$ cat src/pts_pkg.sv
`timescale 1ns / 1ps
// ----------------------------------------------------------------------------
// pts_pkg: shared constants and helpers for the priority task scheduler
// Sizes of the priority maps, sleep counters and event codes.
// ----------------------------------------------------------------------------
package pts_pkg;

  localparam int NUM_PRIO   = 32;
  localparam int MAX_TASKS  = 16;
  localparam int IDLE_PRIO  = 31;
  localparam int SLEEP_BITS = 16;

  localparam int SLOT_COUNT = 32;
  localparam int PRIO_W     = 5;
  localparam int IDX_W      = $clog2(SLOT_COUNT);
  localparam int TASK_W     = 6;
  localparam int NEST_W     = 8;
  localparam int TICK_W     = 32;
  localparam int IN_SLEEP_W = 16;
  localparam int MODE_W     = 4;

  localparam logic [MODE_W-1:0] MODE_CREATE    = 4'd0;
  localparam logic [MODE_W-1:0] MODE_READY_ADD = 4'd1;
  localparam logic [MODE_W-1:0] MODE_READY_REM = 4'd2;
  localparam logic [MODE_W-1:0] MODE_SET_SLEEP = 4'd3;
  localparam logic [MODE_W-1:0] MODE_TICK      = 4'd4;
  localparam logic [MODE_W-1:0] MODE_IRQ_ENTER = 4'd5;
  localparam logic [MODE_W-1:0] MODE_IRQ_LEAVE = 4'd6;
  localparam logic [MODE_W-1:0] MODE_SCHEDULE  = 4'd7;
  localparam logic [MODE_W-1:0] MODE_START     = 4'd8;

  localparam logic [SLOT_COUNT-1:0] PRIO_MASK =
    (NUM_PRIO >= SLOT_COUNT) ? {SLOT_COUNT{1'b1}} :
    SLOT_COUNT'((64'd1 << NUM_PRIO) - 64'd1);

  function automatic logic [PRIO_W-1:0] lowest_set(input logic [SLOT_COUNT-1:0] m);
    logic [PRIO_W-1:0] res;
    res = '0;
    for (int i = SLOT_COUNT - 1; i >= 0; i--) begin
      if (m[i]) begin
        res = PRIO_W'(i);
      end
    end
    return res;
  endfunction

endpackage

$ cat src/priority_task_scheduler.sv
`timescale 1ns / 1ps
// ----------------------------------------------------------------------------
// priority_task_scheduler: bitmap priority scheduler with sleep ticks
// Keeps ready and active maps, per-priority sleep counters, the running
// priority, the interrupt nest level and the tick counter, one event a request.
// ----------------------------------------------------------------------------
//  Channel   Ports                                  Handshake
//  request   in_mode, in_prio, in_sleep_ticks       start && !busy
//  result    out_highest_prio .. out_error          out_valid, one cycle
//
//  A tick request passes through read, run and end states: the sleep
//  counters live in a 32-entry memory and one decrementer walks them, one
//  entry a cycle, on registered read data. Other requests use ST_EXEC only.
//  Synchronous active-low reset clears the maps, status registers and memory valid bits.
//  The receiver cannot stall; busy stays high from acceptance to the result.
// ----------------------------------------------------------------------------
module priority_task_scheduler (
  input  logic                           clk,
  input  logic                           rst_n,
  input  logic                           start,
  output logic                           busy,
  input  logic [pts_pkg::MODE_W-1:0]     in_mode,
  input  logic [pts_pkg::PRIO_W-1:0]     in_prio,
  input  logic [pts_pkg::IN_SLEEP_W-1:0] in_sleep_ticks,
  output logic                           out_valid,
  output logic [pts_pkg::PRIO_W-1:0]     out_highest_prio,
  output logic                           out_any_ready,
  output logic                           out_switch_request,
  output logic [pts_pkg::PRIO_W-1:0]     out_current_prio,
  output logic [pts_pkg::TICK_W-1:0]     out_tick_count,
  output logic [pts_pkg::NEST_W-1:0]     out_nest_level,
  output logic                           out_error
);

  typedef enum logic [2:0] {
    ST_IDLE,
    ST_EXEC,
    ST_TICK_RD,
    ST_TICK_RUN,
    ST_TICK_END
  } state_t;

  state_t state_r, state_nxt;

  logic [pts_pkg::MODE_W-1:0]     mode_r;
  logic [pts_pkg::PRIO_W-1:0]     prio_r;
  logic [pts_pkg::IN_SLEEP_W-1:0] sleep_r;

  logic [pts_pkg::SLOT_COUNT-1:0] ready_r, ready_nxt;
  logic [pts_pkg::SLOT_COUNT-1:0] active_r, active_nxt;
  logic [pts_pkg::PRIO_W-1:0]     highest_r, highest_nxt;
  logic [pts_pkg::PRIO_W-1:0]     running_r, running_nxt;
  logic [pts_pkg::NEST_W-1:0]     nest_r, nest_nxt;
  logic [pts_pkg::TICK_W-1:0]     ticks_r, ticks_nxt;
  logic [pts_pkg::TASK_W-1:0]     created_r, created_nxt;
  logic                           sw_r, sw_nxt;
  logic                           err_r, err_nxt;
  logic                           valid_r, valid_nxt;
  logic [pts_pkg::IDX_W-1:0]      idx_r, idx_nxt;
  logic                           hit_r, hit_nxt;

  logic [pts_pkg::SLEEP_BITS-1:0] mem [pts_pkg::SLOT_COUNT];
  logic [pts_pkg::SLOT_COUNT-1:0] vld_r;
  logic [pts_pkg::SLEEP_BITS-1:0] rdata_r;
  logic                           rvld_r;
  logic [pts_pkg::IDX_W-1:0]      rd_addr;
  logic                           mem_we;
  logic [pts_pkg::IDX_W-1:0]      mem_waddr;
  logic [pts_pkg::SLEEP_BITS-1:0] mem_wdata;

  logic [pts_pkg::SLOT_COUNT-1:0] prio_bit;
  logic [pts_pkg::SLOT_COUNT-1:0] idx_bit;
  logic                           in_range;
  logic [pts_pkg::SLOT_COUNT-1:0] ready_masked;
  logic [pts_pkg::PRIO_W-1:0]     refreshed;
  logic [pts_pkg::SLEEP_BITS-1:0] cnt_cur;
  logic [pts_pkg::SLEEP_BITS-1:0] cnt_dec;
  logic                           cnt_elig;

  assign prio_bit     = pts_pkg::SLOT_COUNT'(1) << prio_r;
  assign idx_bit      = pts_pkg::SLOT_COUNT'(1) << idx_r;
  assign in_range     = ({1'b0, prio_r} < (pts_pkg::PRIO_W + 1)'(pts_pkg::NUM_PRIO));
  assign ready_masked = ready_r & pts_pkg::PRIO_MASK;
  assign refreshed    = (|ready_masked) ? pts_pkg::lowest_set(ready_masked) : highest_r;

  assign cnt_cur  = rvld_r ? rdata_r : '0;
  assign cnt_dec  = cnt_cur - pts_pkg::SLEEP_BITS'(1);
  assign cnt_elig = active_r[idx_r] && (idx_r != pts_pkg::IDX_W'(pts_pkg::IDLE_PRIO))
                    && (cnt_cur != '0);

  assign rd_addr = (state_r == ST_TICK_RD) ? '0 : idx_r + pts_pkg::IDX_W'(1);

  always_comb begin
    mem_we    = 1'b0;
    mem_waddr = idx_r;
    mem_wdata = cnt_dec;
    if (state_r == ST_EXEC && mode_r == pts_pkg::MODE_SET_SLEEP && in_range) begin
      mem_we    = 1'b1;
      mem_waddr = prio_r[pts_pkg::IDX_W-1:0];
      mem_wdata = pts_pkg::SLEEP_BITS'(sleep_r);
    end else if (state_r == ST_TICK_RUN && cnt_elig) begin
      mem_we = 1'b1;
    end
  end

  always_comb begin
    state_nxt   = state_r;
    ready_nxt   = ready_r;
    active_nxt  = active_r;
    highest_nxt = highest_r;
    running_nxt = running_r;
    nest_nxt    = nest_r;
    ticks_nxt   = ticks_r;
    created_nxt = created_r;
    sw_nxt      = 1'b0;
    err_nxt     = 1'b0;
    valid_nxt   = 1'b0;
    idx_nxt     = idx_r;
    hit_nxt     = hit_r;
    case (state_r)
      ST_IDLE: begin
        if (start) begin
          state_nxt = (in_mode == pts_pkg::MODE_TICK) ? ST_TICK_RD : ST_EXEC;
        end
      end
      ST_EXEC: begin
        valid_nxt = 1'b1;
        state_nxt = ST_IDLE;
        case (mode_r)
          pts_pkg::MODE_CREATE: begin
            if (in_range && created_r < pts_pkg::TASK_W'(pts_pkg::MAX_TASKS)) begin
              created_nxt = created_r + pts_pkg::TASK_W'(1);
              active_nxt  = active_r | prio_bit;
              ready_nxt   = ready_r | prio_bit;
            end else begin
              err_nxt = 1'b1;
            end
          end
          pts_pkg::MODE_READY_ADD: begin
            if (in_range) begin
              ready_nxt = ready_r | prio_bit;
            end
          end
          pts_pkg::MODE_READY_REM: begin
            if (in_range) begin
              ready_nxt = ready_r & ~prio_bit;
            end
          end
          pts_pkg::MODE_IRQ_ENTER: begin
            if (nest_r != '1) begin
              nest_nxt = nest_r + pts_pkg::NEST_W'(1);
            end
          end
          pts_pkg::MODE_IRQ_LEAVE: begin
            if (nest_r != '0) begin
              nest_nxt = nest_r - pts_pkg::NEST_W'(1);
              if (nest_r == pts_pkg::NEST_W'(1)) begin
                highest_nxt = refreshed;
                if (refreshed != running_r) begin
                  sw_nxt      = 1'b1;
                  running_nxt = refreshed;
                end
              end
            end
          end
          pts_pkg::MODE_SCHEDULE: begin
            if (nest_r == '0) begin
              highest_nxt = refreshed;
              if (refreshed != running_r) begin
                sw_nxt      = 1'b1;
                running_nxt = refreshed;
              end
            end
          end
          pts_pkg::MODE_START: begin
            highest_nxt = refreshed;
            running_nxt = refreshed;
          end
          default: begin
          end
        endcase
      end
      ST_TICK_RD: begin
        idx_nxt   = '0;
        hit_nxt   = 1'b0;
        state_nxt = ST_TICK_RUN;
      end
      ST_TICK_RUN: begin
        if (cnt_elig && cnt_dec == '0) begin
          ready_nxt = ready_r | idx_bit;
          hit_nxt   = 1'b1;
        end
        if (idx_r == pts_pkg::IDX_W'(pts_pkg::NUM_PRIO - 1)) begin
          state_nxt = ST_TICK_END;
        end else begin
          idx_nxt = idx_r + pts_pkg::IDX_W'(1);
        end
      end
      ST_TICK_END: begin
        ticks_nxt = ticks_r + pts_pkg::TICK_W'(1);
        if (hit_r) begin
          highest_nxt = refreshed;
        end
        valid_nxt = 1'b1;
        state_nxt = ST_IDLE;
      end
      default: begin
        state_nxt = ST_IDLE;
      end
    endcase
  end

  always_ff @(posedge clk) begin
    if (!rst_n) begin
      state_r   <= ST_IDLE;
      ready_r   <= '0;
      active_r  <= '0;
      highest_r <= '0;
      running_r <= '0;
      nest_r    <= '0;
      ticks_r   <= '0;
      created_r <= '0;
      sw_r      <= 1'b0;
      err_r     <= 1'b0;
      valid_r   <= 1'b0;
      idx_r     <= '0;
      hit_r     <= 1'b0;
      vld_r     <= '0;
      rvld_r    <= 1'b0;
    end else begin
      state_r   <= state_nxt;
      ready_r   <= ready_nxt;
      active_r  <= active_nxt;
      highest_r <= highest_nxt;
      running_r <= running_nxt;
      nest_r    <= nest_nxt;
      ticks_r   <= ticks_nxt;
      created_r <= created_nxt;
      sw_r      <= sw_nxt;
      err_r     <= err_nxt;
      valid_r   <= valid_nxt;
      idx_r     <= idx_nxt;
      hit_r     <= hit_nxt;
      rvld_r    <= vld_r[rd_addr];
      if (mem_we) begin
        vld_r[mem_waddr] <= 1'b1;
      end
    end
  end

  always_ff @(posedge clk) begin
    if (state_r == ST_IDLE && start) begin
      mode_r  <= in_mode;
      prio_r  <= in_prio;
      sleep_r <= in_sleep_ticks;
    end
  end

  always_ff @(posedge clk) begin
    if (mem_we) begin
      mem[mem_waddr] <= mem_wdata;
    end
    rdata_r <= mem[rd_addr];
  end

  assign busy               = (state_r != ST_IDLE);
  assign out_valid          = valid_r;
  assign out_highest_prio   = highest_r;
  assign out_any_ready      = |ready_masked;
  assign out_switch_request = sw_r;
  assign out_current_prio   = running_r;
  assign out_tick_count     = ticks_r;
  assign out_nest_level     = nest_r;
  assign out_error          = err_r;

endmodule

$ cat config.mk
export PLATFORM = sky130hd
export DESIGN_NAME = priority_task_scheduler
export DESIGN_NICKNAME = d
export VERILOG_FILES = /design/src/pts_pkg.sv /design/src/priority_task_scheduler.sv
export SDC_FILE = /design/constraint.sdc
export NUM_CORES = 1
export LEC_CHECK = 0
export BUFFER_PORTS_ARGS = -buffer_cell sky130_fd_sc_hd__buf_2
export CAP_MARGIN = 10
export CORE_MARGIN = 5
export CORE_UTILIZATION = 30
export CTS_BUF_LIST = sky130_fd_sc_hd__clkbuf_8
export CTS_CLUSTER_SIZE = 8
export DETAILED_ROUTE_END_ITERATION = 8
export MAX_ROUTING_LAYER = met4
export PLACE_DENSITY = 0.48
export SYNTH_ARGS = -nofsm -noshare
export SYNTH_HDL_FRONTEND = slang
export SYNTH_SLANG_ARGS = --single-unit
export TNS_END_PERCENT = 5
$ cat constraint.sdc
create_clock -name clk -period 3.6 [get_ports clk]
set_input_delay 0.72 -clock clk [delete_from_list [all_inputs] [get_ports clk]]
set_output_delay 0.72 -clock clk [all_outputs]
set_load 0.005 [all_outputs]
# Word-level counts from Yosys, hierarchy flattened
# Memories as Yosys holds them, arrays and structs flattened. A register that Yosys moved wholly into a read port is not among the register bits.
# Cells that the tools add are included.
word_totals:
  mem_bits_rw: 512
  romBits: 0
  latchBits: 0
  output_inout_bits: 55
  memories: 1
  wordCells: 181
  input_bits: 28
  reg_bits: 190
mem_list:
  columns: ["name", "depth", "width", "rd", "rd_clocked_by_memory_dff", "wr", "line", "source"]
  rows:
  - ["mem", 32, 16, 1, 1, 1, "priority_task_scheduler.sv:62", "logic [pts_pkg::SLEEP_BITS-1:0] mem [pts_pkg::SLOT_COUNT];"]
classes:
  reduce_logical: 31
  muxes: 80
  n_lt_le_gt_ge: 5
  addsub: 6
  n_shift: 2
  n_bitwise: 6
  multipliers: 0
  n_div: 0
  eq_ne: 32
ops:
  columns: ["cell", "n"]
  rows:
  - ["two-way mux 5 bit", 44]
  - ["bitwise OR 32 bit", 4]
  - ["one-hot mux 32 bit (3 select lines)", 1]
  - ["two-way mux 32 bit", 2]
  - ["one-hot mux 32 bit (2 select lines)", 1]
  - ["<< shifter 1 x 5 -> 32 bit (first input constant)", 2]
  - ["adder 32 x 1 -> 32 bit (second input constant)", 1]
  - ["bitwise AND 32 bit", 1]
  - ["two-way mux 16 bit", 2]
  - ["inverter 32 bit", 1]
  - ["OR reduction 32 bit", 1]
  - ["one-hot mux 5 bit (3 select lines)", 2]
  - ["one-hot mux 5 bit (2 select lines)", 2]
  - ["less-than comparator 5 x 6 -> 1 bit (second input constant)", 3]
  - ["== test 4 x 3 -> 1 bit (second input constant)", 4]
  - ["zero test 16 bit", 1]
  - ["two-way mux 8 bit", 2]
  - ["one-hot mux 8 bit (2 select lines)", 1]
  - ["nonzero test 16 bit", 1]
  - ["subtractor 16 x 1 -> 16 bit (second input constant)", 1]
  - ["two-way mux 1 bit", 14]
  - ["!= test 2 bit (second input constant)", 7]
  - ["!= test 3 bit (second input constant)", 4]
  - ["binary-select mux 1 bit (select 5 bit)", 2]
  - ["other kinds (37)", 58]

# Depth between registers and ports, before layout
logic_depth:
  ltp_word: 38
  depth_mapped: 14
  ltp_nobuf: 10

# Worst setup path after synthesis
# Ideal clock, no wire load.
synth_timing:
  path_kind: "flip-flop to flip-flop"
  startpoint: "reg rvld_r"
  endpoint: "mem mem[30][0] (netlist bit) (enable)"
  setup_slack_ns: -0.010
  setup_time_ns: 0.390
  path_buffers: 3
  synth_period_minus_slack_ns: 3.610
  t_arrival_ns: 3.220
  path_stages_with_launch: 12
  required_time_ns: 3.210
  cell_sequence: "dfxtp_1 > clkbuf_1 > buf_1 > nand2_1 > ha_1 > a21bo_2 > clkbuf_1 > nor3_1 > a21oi_1 > nand3_1 > o32a_1 > nor2_1"
synth_between:
  elab_chain_len: 8
synth_lines:
  columns: ["item", "line", "source"]
  rows:
  - ["start: declaration", "priority_task_scheduler.sv:65", "logic rvld_r;"]
  - ["start signal: assignment", "priority_task_scheduler.sv:244", "rvld_r <= vld_r[rd_addr];"]
  - ["two-way mux 16 bit", "priority_task_scheduler.sv:86", "assign cnt_cur = rvld_r ? rdata_r : '0;"]
  - ["nonzero test 16 bit", "priority_task_scheduler.sv:89", "&& (cnt_cur != '0);"]
  - ["logical AND 1 bit", "priority_task_scheduler.sv:89", null]
  - ["logical AND 1 bit", "priority_task_scheduler.sv:101", "end else if (state_r == ST_TICK_RUN && cnt_elig) begin"]
  - ["two-way mux 1 bit", "priority_task_scheduler.sv:101", null]
  - ["two-way mux 1 bit", "priority_task_scheduler.sv:97", "if (state_r == ST_EXEC && mode_r == pts_pkg::MODE_SET_SLEEP && in_range) begin"]
  - ["two-way mux 1 bit", "priority_task_scheduler.sv:260", "if (mem_we) begin"]
  - ["two-way mux 1 bit (not written as such)", "priority_task_scheduler.sv:261", "mem[mem_waddr] <= mem_wdata;"]
  - ["end: declaration", "priority_task_scheduler.sv:62", null]
# Every way passes these cells.

# Worst setup path after layout
layout_timing:
  startpoint: "reg idx_r[2] (netlist bit)"
  endpoint: "reg rdata_r[8] (netlist bit), read port of mem"
layout_between:
  elab_chain_len: 2
layout_lines:
  columns: ["item", "line", "source"]
  rows:
  - ["start: declaration", "priority_task_scheduler.sv:59", "logic [pts_pkg::IDX_W-1:0] idx_r, idx_nxt;"]
  - ["start signal: assignment", "priority_task_scheduler.sv:242", "idx_r <= idx_nxt;"]
  - ["adder 5 x 1 -> 5 bit", "priority_task_scheduler.sv:91", "assign rd_addr = (state_r == ST_TICK_RD) ? '0 : idx_r + pts_pkg::IDX_W'(1);"]
  - ["two-way mux 5 bit", "priority_task_scheduler.sv:91", null]
  - ["end: declaration", "priority_task_scheduler.sv:64", "logic [pts_pkg::SLEEP_BITS-1:0] rdata_r;"]
# Every way passes these cells.
# A chain may end at the register's enable or synchronous reset.

==> impl_results.md <==
* Antenna violations before repair at 3
* Main synth FF type: edfxtp_1
* Worst setup slack after layout at 0.157 ns
* Synth warn at 0
* Final net count at 2749
* Clock period minus worst slack at 3.44 ns
* Gates resized, CTS repair at 0
* Worst R2R Setup Slack at 0.16 ns
* Layer carrying the most global-route usage: met2
* TritonCTS clock tree: built
* Setup TNS at 0 ns
* Hold WC Path Type: in -> reg
* Overall global routing resource usage at 17.5%
* Leak at 12.6 nW
* Most common library cell in the layout ignoring fill and taps: edfxtp_1
* Share of final-layout standard cells stronger than drive strength 1 at 18.4%
* Met1 Track Usage GR at 22.7%
* Routability cong. at 0.830
* Fraction of the yosys area taken by sequential cells at 65.5%
* Data arrival, critical path at 4.04 ns
* Non-Filler Cell Area, Final at 0.0357 mm^2
* Synthesized net count at 2553
* # port buffers at 82
* Length of the first detailed-routing pass in iterations at 5
* 1st-iter DRT viols at 1726
* Leftover overflow at the end of global routing at 0
* Async set-or-reset flop fraction in the synthesized netlist at 0%
* Post-CTS setup buffer count at 0
* Die span in x at 327 um
* H-tree levels at 3
* Critical Path, Cell by Cell: buf_4 > nand3_1 > or2_2 > a21oi_4 > buf_12 > a311oi_1 > o311ai_0 > buf_4 > o31ai_1
* Antenna violation net count after detailed routing at 0
* Y dimension of the die at 327 um
* Data required, critical path at 4.20 ns
* Cell area after synthesis at 0.0302 mm^2
* Clock transition at the register clock pins on the worst setup and hold paths after CTS at 0.07 ns
* Maximum number of buffers from clock root to sink at 3
* Layout overhead on the synthesized area at 18.3%
* Critical-path maximum fanout at 23
* Hpwl dp at 59200 um
* Instance area after placement at 0.0334 mm^2
* Endpoint kind of the worst setup timing path: register
* Most frequent cells in the layout: edfxtp_1 (537), nand2_1 (354), nor2_1 (186), dfxtp_1 (180), buf_4 (135)
* Tightest slew margin relative to the limit at 24.6%
* First-pass GRT wire length at 139000 um
* Std cell rows at 116
* Number of vias after detailed routing at 21600
* Critical path's slowest cell: o311ai_0
* Total design power at 16.3 mW
* Global routing met2 resource utilization at 27.5%
* Period utilization at 95.6%
* Cell types with the largest area share after synthesis: edfxtp_1 (53%), dfxtp_1 (12%), nand2_1 (4.4%), nor2_1 (2.7%), o211ai_1 (1.9%)
* Critical Setup Path Class: reg -> reg
* Initial Util at 30.2%
* Core footprint at 0.100 mm^2
* Root buffer cell: clkbuf_8
* Final count of hold timing violations at 0
* Post-synthesis cell type count at 73
* Count of max-cap constraint violations at 0
* Final wirelength at 93000 um
* CTS buffer count at 120
* Met3 demand-to-capacity share in global routing at 3.33%
* Fmax at 290 MHz
* Sinks on Clock Net at 718
* DRC violation count after routing at 0
* Overall die area at 0.107 mm^2
* Post-synthesis sequential element count at 718
* Dpl ws at 0.150 ns
* Cell occurring most often along the worst timing path: buf_4
* Portion of synthesized cell area occupied by the leading cell type at 53.5%
* Detail-routed net length per standard cell at 22.6 um
* Mean Syn Cell Area at 12.0 um^2
* Vias/cell at 5.26
* Cells after Synth at 2510
* Clock insertion delay at the later pin of the skew report at 0.77 ns
* Worst Max-Slew Pin Slew at 1.13 ns
* Outcome: finished clean
* Cell accounting for the most synthesized area: edfxtp_1
* Max Slew Vio Count at 0
* Non-Filler Instances at 4109
* Number of enable-type register cells in the synthesized netlist at 537
* Number of endpoints failing setup at the final stage at 0
* Top-level I/O count at 83
* Number of instances in the placed design at 3882
* Type of element launching the critical path: register
* Largest net degree at the start of global routing at 109
* Max Clock Skew at 0.0773 ns
* Post-cts hold buffer count at 0
* Pwr dens at 457 mW/mm^2
* Maximum VDD drop at 0.000286 V
* Number of global-route vias before repair at 21800
* Unrepaired setup endpoints after global routing: false
* Highest cell delay on the worst timing path at 0.77 ns
[metrics by stage]
step | util [%] | hold WS [ns]
after CTS | 35.7 | 0.0704
after global placement | 33.4 | 0.445
after global routing | 35.7 | 0.0780
after floorplan | - | 0.431
final | 35.7 | 0.147
after detailed placement | 33.4 | 0.454
[synth_stat cells, drive strengths merged (4+ instances only)]
cell      n
edfxtp  537
nand2   354
nor2    219
dfxtp   181
clkbuf  152
o21ai   117
nand3    81
o211ai   77
a21oi    74
a311oi   65
o221ai   64
and3     61
mux2i    44
or3      42
a31oi    32
nor3     27
o311ai   26
xor2     26
o21a     25
buf      22
nor4     22
xnor2    21
nand4    20
inv      19
a22oi    17
nand2b   17
o31ai    17
a211oi   15
ha       15
a32oi    14
nor2b    12
and2      9
mux4      9
a21o      8
or2       7
mux2      6
o22ai     6
or4       6
and4      5
nand3b    4
o32a      4
[path summary, 6_finish.rpt]
path,from,endpoint,depth (start not counted)
worst max-delay path,idx_r[2],rdata_r[8],9
worst min-delay path,in_sleep_ticks[4],sleep_r[4],1
worst max register to register,idx_r[2],rdata_r[8],9
worst min register to register,vld_r[16],vld_r[16],1
[final cells by class]
class                      count  area [um^2]
fill                        9725        64300
sequential                   718        19800
multi-input combinational   1599         9880
timing repair buffer         248         2040
clock buffer                 127         1750
tap                         1298         1620
clock inverter                98          558
inverter                      19         72.6
antenna                        2         5.00
[power by group]
group          switching, mW  internal [mW]  total (mW)
clock                   3.41           3.57        6.99
combinational          0.306          0.137       0.443
sequential            0.0448           8.85        8.90
total                   3.76           12.6        16.3
[per-layer routing]
layer / up-vias / routed length, um / share of wire [%]
li1: 9981 / - / -
met1: 10800 / 41300 / 44
met2: 642 / 43300 / 47
met3: 167 / 5220 / 5.6
met4: 0 / 3270 / 3.5
met5: - / 0 / 0
[logic make-up after synthesis]
logic type                 Yosys count  synth area share, %
DFF                                718                 65.5
xor gates and xnor gates            47                 1.36
buffers and inverters              193                 2.49
and+or+nand+nor                    898                 13.8
AOI/OAI and AO/OA                  580                 13.9
muxes                               59                 2.36
adders and majority gates           15                0.622
[flip-flops by register name, indices dropped and copies added (netlist names), named ones only]
signal	cells
mem	512
rdata_r	16
out_current_prio	5
prio_r	5
out_valid	1
hit_r	1
out_highest_prio	5
rvld_r	1
active_r	32
created_r	6
mode_r	4
sleep_r	16
out_nest_level	8
idx_r	5
out_switch_request	1
out_tick_count	32
vld_r	32
state_r	3
out_error	1
[critical path: cells and delay by family (launching register included)]
family,cells,cell delay (ns)
flip-flops,1,0.53
AND/OR/NAND/NOR,2,0.47
AO/OA/AOI/OAI,4,1.40
buffers and inverters,3,0.84
Note: power is estimated with default switching activity, not from simulation.
